**src/hw/rtl/deq_pkg.sv**
```systemverilog
// ----------------------------------------------------------------------------
// Deque package
// Shared sizes, command codes and the request bundle that runs from the
// controller to the entry store.
// ----------------------------------------------------------------------------
package deq_pkg;

	// Store geometry and derived widths.
	localparam int DEPTH       = 64;
	localparam int ADDR_W      = $clog2(DEPTH);
	localparam int COUNT_W     = $clog2(DEPTH + 1);
	localparam int WORD_W      = 32;
	localparam int CMD_W       = 3;

	// Stream beat widths, rounded up to whole bytes.
	localparam int IN_FIELDS_W  = CMD_W + WORD_W;
	localparam int IN_TDATA_W   = ((IN_FIELDS_W + 7) / 8) * 8;
	localparam int OUT_FIELDS_W = 2 * WORD_W + COUNT_W + 2;
	localparam int OUT_TDATA_W  = ((OUT_FIELDS_W + 7) / 8) * 8;

	// Value reported for front and rear when nothing is stored.
	localparam logic [WORD_W-1:0] INT_MIN = {1'b1, {(WORD_W-1){1'b0}}};

	// Command codes.
	typedef enum logic [CMD_W-1:0] {
		CMD_PUSH_REAR  = 3'd0,
		CMD_PUSH_FRONT = 3'd1,
		CMD_POP_REAR   = 3'd2,
		CMD_POP_FRONT  = 3'd3,
		CMD_CLEAR      = 3'd4
	} cmd_t;

	// Write and read requests towards the entry store.
	typedef struct packed {
		logic              wr_en;
		logic [ADDR_W-1:0] wr_addr;
		logic [WORD_W-1:0] wr_data;
		logic              rd_en;
		logic [ADDR_W-1:0] rd_addr_front;
		logic [ADDR_W-1:0] rd_addr_rear;
	} store_req_t;

endpackage

```
**src/hw/rtl/deq_store.sv**
```systemverilog
// ----------------------------------------------------------------------------
// Deque entry store
// Synchronous memory with one write port and two read ports; read data is
// registered and holds until the next read enable.
// ----------------------------------------------------------------------------
module deq_store (
	input  logic                            clk,
	input  deq_pkg::store_req_t             req,
	output logic [deq_pkg::WORD_W-1:0]      rd_front,
	output logic [deq_pkg::WORD_W-1:0]      rd_rear
);
	import deq_pkg::*;

	logic [WORD_W-1:0] mem [DEPTH];

	// Write port.
	always_ff @(posedge clk) begin
		if (req.wr_en) begin
			mem[req.wr_addr] <= req.wr_data;
		end
	end

	// Two registered read ports sharing one enable.
	always_ff @(posedge clk) begin
		if (req.rd_en) begin
			rd_front <= mem[req.rd_addr_front];
			rd_rear  <= mem[req.rd_addr_rear];
		end
	end

endmodule

```
**src/hw/rtl/deq_ctrl.sv**
```systemverilog
// ----------------------------------------------------------------------------
// Deque controller
// Holds the head pointer and occupancy, decodes each command, issues the
// store write and the read of the new front and rear, and forms the result.
// ----------------------------------------------------------------------------
module deq_ctrl (
	input  logic                                clk,
	input  logic                                arst_n,
	input  logic                                s_tvalid,
	output logic                                s_tready,
	input  logic [deq_pkg::IN_TDATA_W-1:0]      s_tdata,
	output logic                                m_tvalid,
	input  logic                                m_tready,
	output logic [deq_pkg::OUT_TDATA_W-1:0]     m_tdata,
	output deq_pkg::store_req_t                 req,
	input  logic [deq_pkg::WORD_W-1:0]          rd_front,
	input  logic [deq_pkg::WORD_W-1:0]          rd_rear
);
	import deq_pkg::*;

	localparam int SUM_W = $clog2(2 * DEPTH);
	localparam int PAD_W = OUT_TDATA_W - OUT_FIELDS_W;

	typedef enum logic [1:0] {
		ST_IDLE,
		ST_READ,
		ST_OUT
	} state_t;

	state_t             state_q;
	logic [ADDR_W-1:0]  head_q;
	logic [COUNT_W-1:0] occ_q;
	logic               dropped_q;

	cmd_t               cmd;
	logic [WORD_W-1:0]  word;
	logic               accept;
	logic               full;
	logic               empty;
	logic [ADDR_W-1:0]  tail_addr;
	logic [ADDR_W-1:0]  head_dec;
	logic [ADDR_W-1:0]  head_inc;
	logic [ADDR_W-1:0]  rear_addr;
	logic [ADDR_W-1:0]  head_d;
	logic [COUNT_W-1:0] occ_d;
	logic               drop_d;
	logic               wr_en;
	logic [ADDR_W-1:0]  wr_addr;
	logic [WORD_W-1:0]  front_val;
	logic [WORD_W-1:0]  rear_val;

	// Folds a sum below twice the depth back into the index range.
	function automatic logic [ADDR_W-1:0] wrap_index(input logic [SUM_W-1:0] i);
		logic [SUM_W-1:0] r;
		begin
			r = (i >= SUM_W'(DEPTH)) ? (i - SUM_W'(DEPTH)) : i;
			return r[ADDR_W-1:0];
		end
	endfunction

	// Field extraction and pointer arithmetic.
	assign cmd       = cmd_t'(s_tdata[CMD_W-1:0]);
	assign word      = s_tdata[CMD_W +: WORD_W];
	assign s_tready  = (state_q == ST_IDLE);
	assign m_tvalid  = (state_q == ST_OUT);
	assign accept    = s_tvalid && s_tready;
	assign full      = (occ_q == COUNT_W'(DEPTH));
	assign empty     = (occ_q == '0);
	assign tail_addr = wrap_index(SUM_W'(head_q) + SUM_W'(occ_q));
	assign head_dec  = (head_q == '0) ? ADDR_W'(DEPTH - 1) : (head_q - 1'b1);
	assign head_inc  = wrap_index(SUM_W'(head_q) + SUM_W'(1));
	assign rear_addr = wrap_index(SUM_W'(head_q) + SUM_W'(occ_q) - SUM_W'(1));

	// Command decode: next pointer, next count, drop flag and the store write.
	always_comb begin
		head_d  = head_q;
		occ_d   = occ_q;
		drop_d  = 1'b0;
		wr_en   = 1'b0;
		wr_addr = tail_addr;
		unique case (cmd)
			CMD_PUSH_REAR: begin
				if (full) begin
					drop_d = 1'b1;
				end else begin
					wr_en = 1'b1;
					occ_d = occ_q + 1'b1;
				end
			end
			CMD_PUSH_FRONT: begin
				wr_addr = head_dec;
				if (full) begin
					drop_d = 1'b1;
				end else begin
					wr_en  = 1'b1;
					head_d = head_dec;
					occ_d  = occ_q + 1'b1;
				end
			end
			CMD_POP_REAR: begin
				if (!empty) begin
					occ_d = occ_q - 1'b1;
				end
			end
			CMD_POP_FRONT: begin
				if (!empty) begin
					head_d = head_inc;
					occ_d  = occ_q - 1'b1;
				end
			end
			CMD_CLEAR: begin
				head_d = '0;
				occ_d  = '0;
			end
			default: begin
			end
		endcase
	end

	// Store requests: write on the accepted beat, read in the cycle after it so the
	// read always sees the completed write.
	always_comb begin
		req.wr_en         = accept && wr_en;
		req.wr_addr       = wr_addr;
		req.wr_data       = word;
		req.rd_en         = (state_q == ST_READ);
		req.rd_addr_front = head_q;
		req.rd_addr_rear  = rear_addr;
	end

	// Sequencer and pointer registers.
	always_ff @(posedge clk or negedge arst_n) begin
		if (!arst_n) begin
			state_q   <= ST_IDLE;
			head_q    <= '0;
			occ_q     <= '0;
			dropped_q <= 1'b0;
		end else begin
			unique case (state_q)
				ST_IDLE: begin
					if (accept) begin
						head_q    <= head_d;
						occ_q     <= occ_d;
						dropped_q <= drop_d;
						state_q   <= ST_READ;
					end
				end
				ST_READ: begin
					state_q <= ST_OUT;
				end
				ST_OUT: begin
					if (m_tready) begin
						state_q <= ST_IDLE;
					end
				end
				default: begin
					state_q <= ST_IDLE;
				end
			endcase
		end
	end

	// Result beat; an empty deque reports the most negative value.
	assign front_val = empty ? INT_MIN : rd_front;
	assign rear_val  = empty ? INT_MIN : rd_rear;
	assign m_tdata   = {{PAD_W{1'b0}}, dropped_q, empty, occ_q, rear_val, front_val};

endmodule

```
**src/hw/rtl/double_ended_queue.sv**
```systemverilog
// ----------------------------------------------------------------------------
// Double-ended queue
// Bounded circular deque of signed 32-bit words with push and pop at both
// ends and clear; every command returns front, rear, count and flags.
//
//   Port group  Dir  Beat contents (lowest bits first)
//   s_*         in   command[2:0], data_word[34:3], zero pad to 40 bits
//   m_*         out  front_value[31:0], rear_value[63:32], entry_count[70:64],
//                    is_empty[71], push_dropped[72], zero pad to 80 bits
//
// Each command runs through accept and store write, then a registered read
// of the new front and rear entries, then the result beat, which may stall.
// The next command can be accepted the cycle after the result beat is taken;
// a new command is not taken while the last one is still in flight.
// Reset empties the deque at once; no clearing pass runs over the store.
// ----------------------------------------------------------------------------
module double_ended_queue (
	input  logic                              clk,
	input  logic                              arst_n,
	input  logic                              s_tvalid,
	output logic                              s_tready,
	input  logic [deq_pkg::IN_TDATA_W-1:0]    s_tdata,  // command, data_word
	output logic                              m_tvalid,
	input  logic                              m_tready,
	output logic [deq_pkg::OUT_TDATA_W-1:0]   m_tdata   // front_value, rear_value,
	                                                     // entry_count, is_empty,
	                                                     // push_dropped
);
	import deq_pkg::*;

	store_req_t        req;
	logic [WORD_W-1:0] rd_front;
	logic [WORD_W-1:0] rd_rear;

	// Pointer control and result forming.
	deq_ctrl u_ctrl (
		.clk      (clk),
		.arst_n   (arst_n),
		.s_tvalid (s_tvalid),
		.s_tready (s_tready),
		.s_tdata  (s_tdata),
		.m_tvalid (m_tvalid),
		.m_tready (m_tready),
		.m_tdata  (m_tdata),
		.req      (req),
		.rd_front (rd_front),
		.rd_rear  (rd_rear)
	);

	// Entry memory.
	deq_store u_store (
		.clk      (clk),
		.req      (req),
		.rd_front (rd_front),
		.rd_rear  (rd_rear)
	);

	// The count reported never exceeds the store depth.
	assert property (@(posedge clk) disable iff (!arst_n)
		m_tvalid |-> (m_tdata[2*WORD_W +: COUNT_W] <= COUNT_W'(DEPTH)))
		else $error("deque count beyond depth");

	// The empty flag agrees with the count.
	assert property (@(posedge clk) disable iff (!arst_n)
		m_tvalid |-> (m_tdata[2*WORD_W + COUNT_W] == (m_tdata[2*WORD_W +: COUNT_W] == '0)))
		else $error("deque empty flag disagrees with count");

	// Only one command is in flight: no input beat while a result is offered.
	assert property (@(posedge clk) disable iff (!arst_n)
		!(s_tready && m_tvalid))
		else $error("deque input open while result pending");

	// A taken result reopens the input on the next cycle.
	assert property (@(posedge clk) disable iff (!arst_n)
		(m_tvalid && m_tready) |=> s_tready)
		else $error("deque input not reopened after result");

	// An accepted command blocks further input until its result is taken.
	assert property (@(posedge clk) disable iff (!arst_n)
		(s_tvalid && s_tready) |=> (!s_tready && !m_tvalid))
		else $error("deque command sequencing broken");

endmodule
```
**config.mk**
```make
export PLATFORM = sky130hd
export DESIGN_NAME = double_ended_queue
export DESIGN_NICKNAME = d
export VERILOG_FILES = /design/src/hw/rtl/deq_pkg.sv /design/src/hw/rtl/deq_store.sv /design/src/hw/rtl/deq_ctrl.sv /design/src/hw/rtl/double_ended_queue.sv
export SDC_FILE = /design/constraint.sdc
export NUM_CORES = 2
export LEC_CHECK = 0
export BUFFER_PORTS_ARGS = -buffer_cell sky130_fd_sc_hd__buf_2
export CORE_UTILIZATION = 31
export DETAILED_ROUTE_END_ITERATION = 7
export GPL_TIMING_DRIVEN = 0
export PLACE_DENSITY = 0.54
export SLEW_MARGIN = 0
export SYNTH_ARGS = -nofsm -noshare
export SYNTH_HDL_FRONTEND = slang
export SYNTH_SLANG_ARGS = --single-unit
```
**constraint.sdc**
```tcl
create_clock -name clk -period 9.1 [get_ports clk]
set_input_delay 1.365 -clock clk [delete_from_list [all_inputs] [get_ports clk]]
set_output_delay 1.365 -clock clk [all_outputs]
set_load 0.02 [all_outputs]
```
Word level (Yosys, flattened, before mapping)
Memory sizes are Yosys's and may differ from the RTL's. A register that Yosys moved wholly into a read port is not among the register bits.
Index checks and enable logic that the tools add are counted.
W data, S select, Z words.
{"block": "classes", "n_addsub": 9, "n_lt_le_gt_ge": 3, "mux": 22, "eq_ne": 13, "n_reduce_logical": 14}
{"op": "$mux W32", "n": 2}
{"op": "$mux W6", "n": 7}
{"op": "$sub A6 B1 Y6 const B", "n": 4}
{"op": "$ge A7 B7 Y1 const B", "n": 3}
{"op": "$pmux W7 S3", "n": 1}
{"op": "$pmux W6 S3", "n": 1}
{"op": "$mux W7", "n": 2}
{"op": "$sub A7 B1 Y7 const B", "n": 2}
{"op": "$ne A2 B2 Y1 const B", "n": 5}
{"op": "$reduce_and A5 Y1", "n": 2}
{"op": "$add A6 B1 Y7 const B", "n": 1}
{"op": "$add A6 B7 Y7", "n": 1}
{"op": "$add A7 B1 Y7 const B", "n": 1}
{"op": "$eq A7 B7 Y1 const B", "n": 1}
{"op": "$logic_not A7 Y1", "n": 1}
{"op": "$eq A3 B2 Y1 const B", "n": 2}
{"op": "$logic_not A6 Y1", "n": 1}
{"op": "$mux W1", "n": 6}
{"op": "$pmux W2 S3", "n": 1}
{"op": "$reduce_bool A3 Y1", "n": 2}
{"op": "$mux W2", "n": 2}
{"op": "$reduce_and A2 Y1", "n": 2}
{"op": "$reduce_or A2 Y1", "n": 2}
{"op": "$eq A3 B1 Y1 const B", "n": 1}
{"op": "7 further kinds", "n": 8}
{"block": "word_totals", "output_inout_bits": 82, "ram_bits": 2048, "regBits": 16, "n_memories": 1, "inputBits": 44}
{"memory": "u_store.mem", "depth": 64, "width": 32, "rd": 2, "rd_clocked_by_memory_dff": 2, "write_ports": 1, "line": "deq_store.sv:14", "source": "logic [WORD_W-1:0] mem [DEPTH];"}

Depth between registers and ports, before layout
{"block": "depth", "word_depth": 6, "depth_mapped": 15}

Hierarchy
Synthesis repeated with hierarchy kept, for this count alone.
{"block": "unflattened", "cells_unflattened": 4711, "area_unflattened_um2": 98679.6}
{"module": "deq_store", "area_per_inst_um2": 96301.1, "n_inst": 1, "seq_area_each_um2": 63420.8, "cells_each": 4412}
{"module": "deq_ctrl", "area_per_inst_um2": 2378.5, "n_inst": 1, "seq_area_each_um2": 400.4, "cells_each": 299}

Least setup slack after synthesis
Ideal clock, no wire load.
{"block": "synth_timing", "kind": "input-to-reg", "start": "input s_tvalid", "end": "memory u_store.mem[20][0], enable pin", "t_arrival_ps": 4298, "path_buffers": 0, "required_time_ps": 8679, "setup_slack_ps": 4381, "cell_stages": 7, "setup_ps": 421, "cell_sequence": "or3b_2 > or3_1 > a21oi_1 > nor2b_1 > nor2b_1 > nand2_1 > nor2_1"}
{"block": "synth_between", "elab_chain_cells": 4}
{"element": "from (decl)", "line": "double_ended_queue.sv:20", "source": "input logic s_tvalid,"}
{"element": "$logic_and A1 B1 Y1", "line": "deq_ctrl.sv:66", "source": "assign accept = s_tvalid && s_tready;"}
{"element": "$logic_and A1 B1 Y1", "line": "deq_ctrl.sv:123", "source": "req.wr_en = accept && wr_en;"}
{"element": "$mux W1", "line": "deq_store.sv:18", "source": "if (req.wr_en) begin"}
{"element": "$mux W1 (implied by the code)", "line": "deq_store.sv:19", "source": "mem[req.wr_addr] <= req.wr_data;"}
{"element": "to (decl)", "line": "deq_store.sv:14"}
Every way passes these cells.

Worst setup path after layout
{"block": "layout_timing", "start": "register u_ctrl.occ_q[0]", "end": "register u_store.rd_rear[3] in the netlist's numbering, read port of u_store.mem (data pin)"}
{"block": "layout_between", "elab_chain_cells": 4, "elab_cells_between_ends": 5, "classes_between": "3 x add/sub; 1 x order compare; 1 x mux"}
{"element": "from (decl)", "line": "deq_ctrl.sv:32", "source": "logic [COUNT_W-1:0] occ_q;"}
{"element": "from (signal assigned)", "line": "deq_ctrl.sv:136", "source": "occ_q <= '0;"}
{"element": "from (signal assigned)", "line": "deq_ctrl.sv:143", "source": "occ_q <= occ_d;"}
{"element": "$add A6 B7 Y7 *", "line": "deq_ctrl.sv:72", "source": "assign rear_addr = wrap_index(SUM_W'(head_q) + SUM_W'(occ_q) - SUM_W'(1));"}
{"element": "$sub A7 B1 Y7 *", "line": "deq_ctrl.sv:72"}
{"element": "$sub A6 B1 Y6 / $ge A7 B7 Y1 (equally long branches)", "line": "deq_ctrl.sv:56", "source": "r = (i >= SUM_W'(DEPTH)) ? (i - SUM_W'(DEPTH)) : i;"}
{"element": "$mux W6 *", "line": "deq_ctrl.sv:56"}
{"element": "to (decl)", "line": "deq_store.sv:10", "source": "output logic [deq_pkg::WORD_W-1:0] rd_rear"}
Every way passes the cells marked *; elsewhere a longest branch is shown, timed or not.
A chain may end at the register's enable or synchronous reset.

==> summary.txt <==
Outcome
  • Failing checks: capacitance limit, slew limit, setup timing
  • Outcome: finished, violations left

Die
  • Die ar.: ~320000 sq um
  • Initial Util: 0.3118
  • Die H: 564.9 microns
  • I/O pins: ~130
  • Core ar.: 315000 sq um
  • Die width: approximately 560 microns
  • Row count: 206

Setup path
  • Startpoint types: flop
  • WS Path Type: flop to flop
  • Slowest stage delay, CP: around 1.2 ns
  • Critical Path Slowest Stage Cell: o21ai_1
  • Crit path max-delay family: buffers and inverters
  • WP data arrival: 9.82 ns
  • Buf/Inv on CP: 8
  • Critical Path, Cell by Cell: ha_1, buf_2, clkbuf_2, buf_2, buf_2, inv_1, ha_1, clkbuf_1, clkbuf_1, clkbuf_1, mux4_2, mux2i_1, a32oi_1, o211ai_1, o21ai_1
  • Worst path required time: 9.58 ns
  • CP max FO: 10
  • CP Capture Type: flop

Drt
  • Drt via density: 5.788
  • Via count: around 55k
  • DRT antenna net count: 0
  • WL final: 338600 microns
  • Drt initial violations: between 7k and 8k
  • Post-route DRC violation count: 0
  • Per-cell routed wire length: roughly 36 microns
  • Drt first pass iters: 8

Global routing
  • Global Route Usage Sum: 0.2086
  • Vias in the first global route: 54.66k
  • First-pass GRT wire length: 457400 microns
  • Initial antenna violation count: 56
  • Gr ovfl total: 0
  • Largest net degree at the start of global routing: 65

Logic synthesis
  • Prevailing post-synth register cell: edfxtp_1
  • Synth warnings: 0
  • Syn_area_per_cell: around 21 sq um
  • Number of synthesized register bits: 2128
  • Post-synth EDFFs: 2112
  • Async S/R FF share, synth: 0.007519
  • Sequential-to-total area share from yosys stat: 0.6498
  • Count of cell types in the netlist: 60
  • Syn Inst Count: 4687
  • Mapped Area: 98220 sq um

Timing
  • Final Skew: 0.1082 ns
  • Hold slack: 0.4442 ns
  • Measured slew at the worst slew-check pin: about 1.6 ns
  • Final worst slack: -0.2307 ns
  • Fmax: 107.2 MHz
  • Max-slew violations: 43
  • # setup viols final: 6
  • Clock period minus worst slack: 9.331 ns
  • Max_slew headroom: -0.09453
  • Period utilization: 1.025
  • Final Hold Vio Count: 0

CTS
  • Post-CTS Setup Bufs: 0
  • CTS tree: yes
  • Clk_lat worst skew: approximately 0.94 ns
  • Clock tree buffer depth: 4
  • Num CTS Buffers: 232
  • CTS resizes: 0
  • Cts hold-fix bufs: 0
  • CTS Sinks: 2128
  • H-tree levels: 4
  • Clock transition at path regs: 0.07 ns
  • Root buffer cell: clkbuf_16

Place
  • I/O Buffers: 112
  • RePlAce Congestion: 0.9002
  • DP Wirelength: 252800 microns

Run
  • # Max-Cap Violations: 5

Finish
  • Util after Layout: 0.3609
  • Layout cell share with drive strength beyond 1: 0.3661
  • Layout area overhead: 15.73%
  • Layout Nets: between 5k and 6k
  • # fillers: 28.95k

Min path
  • Worst hold path type: primary input to async pin
[state kept, by name, summed over array words and instances (netlist names)]
signal and flops:
u_store.rd_front 32, u_store.mem 2048, u_ctrl.dropped_q 1, u_ctrl.head_q 6
u_store.rd_rear 32, u_ctrl.state_q 2, u_ctrl.occ_q 7
[path summary, 6_finish.rpt]
| kind | start | end | slack [ns] | depth (start not counted) |
|---|---|---|---|---|
| hold / removal | arst_n | u_ctrl.head_q[1]$_DFFE_PN0P_ | 0.44 | 1 |
| setup / recovery | u_ctrl.occ_q[0]$_DFFE_PN0P_ | u_store.rd_rear[3]$_DFFE_PN_ | -0.23 | 15 |
| min in group clk | u_ctrl.dropped_q$_DFFE_PN0P_ | u_ctrl.dropped_q$_DFFE_PN0P_ | 0.49 | 2 |
| max in group asynchronous | arst_n | u_ctrl.occ_q[3]$_DFFE_PN0P_ | 8.34 | 1 |
| setup reg to reg | u_ctrl.occ_q[0]$_DFFE_PN0P_ | u_store.rd_rear[3]$_DFFE_PN_ | -0.23 | 15 |
| hold reg to reg | u_ctrl.dropped_q$_DFFE_PN0P_ | u_ctrl.dropped_q$_DFFE_PN0P_ | 0.49 | 2 |
[synth_stat cells, types with 3 or more instances]
master	n	area [sq um]
o211ai_2	4	50.05
buf_6	12	135.1
o21ai_1	33	165.2
nor3_1	10	50.05
or3_1	4	25.02
nand2b_1	3	18.77
a211o_1	3	26.28
nand2_1	167	626.9
edfxtp_1	2112	63420
inv_1	15	56.30
buf_2	105	525.5
o211ai_1	59	442.9
or3b_2	3	26.28
dfrtp_1	16	400.4
nor2_1	271	1017
buf_4	11	82.58
buf_1	37	138.9
nand3_1	43	215.2
a222oi_1	31	310.3
clkbuf_1	199	747.0
a21oi_1	21	105.1
a21o_1	6	45.04
mux2i_1	131	1311
mux4_2	1184	26670
xor2_1	4	35.03
o31ai_1	8	60.06
a22oi_1	6	45.04
or2_2	4	25.02
and2_1	7	43.79
o22ai_1	4	25.02
o21ai_0	16	80.08
ha_1	14	175.2
a32oi_1	33	289.0
xnor2_1	5	43.79
nor2b_1	70	437.9
[placed cells by master, fill, tap and decap left out, types with 31 or more instances in the layout]
cell,synthesis,routed
nor2b_1,70,69
a32oi_1,33,31
clkbuf_1,199,218
clkbuf_16,0,232
buf_2,105,221
o21ai_1,33,33
buf_12,0,63
nand3_1,43,43
nor2_4,0,64
nand2_1,167,167
diode_2,0,49
buf_1,37,33
clkinv_2,0,52
clkinv_1,0,51
edfxtp_1,2112,2112
mux2i_1,131,131
o211ai_1,59,59
mux4_2,1184,1184
nor2_1,271,207
a222oi_1,31,31
[cells by family (layout without fill, tap and decap cells)]
group | after synthesis | count (layout) | synth area share
simple gates | 590 | 590 | 0.02590
xor+xnor | 12 | 12 | 0.001439
flops | 2128 | 2128 | 0.6498
fa+ha+maj | 16 | 16 | 0.002191
other cells | 1 | 56 | 0.00003818
mux | 1316 | 1316 | 0.2850
buf+inv | 379 | 985 | 0.01716
compound gates | 245 | 245 | 0.01852
[cell type report]
cell class / count / area, sq um / area share
flip-flops and latches: 2128 / 63820 / 0.5615
multi-input cells: 2186 / 33290 / 0.2929
clock buffers: 263 / 5922 / 0.05210
well taps: 4160 / 5205 / 0.04579
repair buffers: 188 / 2073 / 0.01824
plain buffers: 364 / 1649 / 0.01451
clock inverters: 155 / 1528 / 0.01344
diodes: 49 / 122.6 / 0.001079
inverters: 15 / 56.30 / 0.0004953
[stage by stage]
| stage | cell area (sq um) | TNS [ns] | setup slack (ns) | std cells |
|---|---|---|---|---|
| after CTS | 113500 | 0 | 0.2101 | 9457 |
| final | 113700 | -0.9316 | -0.2307 | 9508 |
| after global placement | 104000 | -13.76 | -0.9948 | 8965 |
| after floorplan | 98240 | 0 | 4.381 | 4693 |
| after global routing | 113600 | -0.01266 | -0.01266 | 9499 |
| after detailed placement | 106100 | 0 | 0.1882 | 9039 |
[layer usage]
| layer | up-vias | routed length, microns | global-route usage |
|---|---|---|---|
| met5 | - | 18 | 0 |
| met4 | 2 | 15620 | 0.08825 |
| met3 | 523 | 30210 | 0.04647 |
| met2 | 2944 | 166300 | 0.3486 |
| met1 | 30240 | 126400 | 0.2609 |
| li1 | 21330 | - | - |
Power is not shown: default switching activity piles up to over one toggle a cycle in this logic, so the estimate is an artifact.
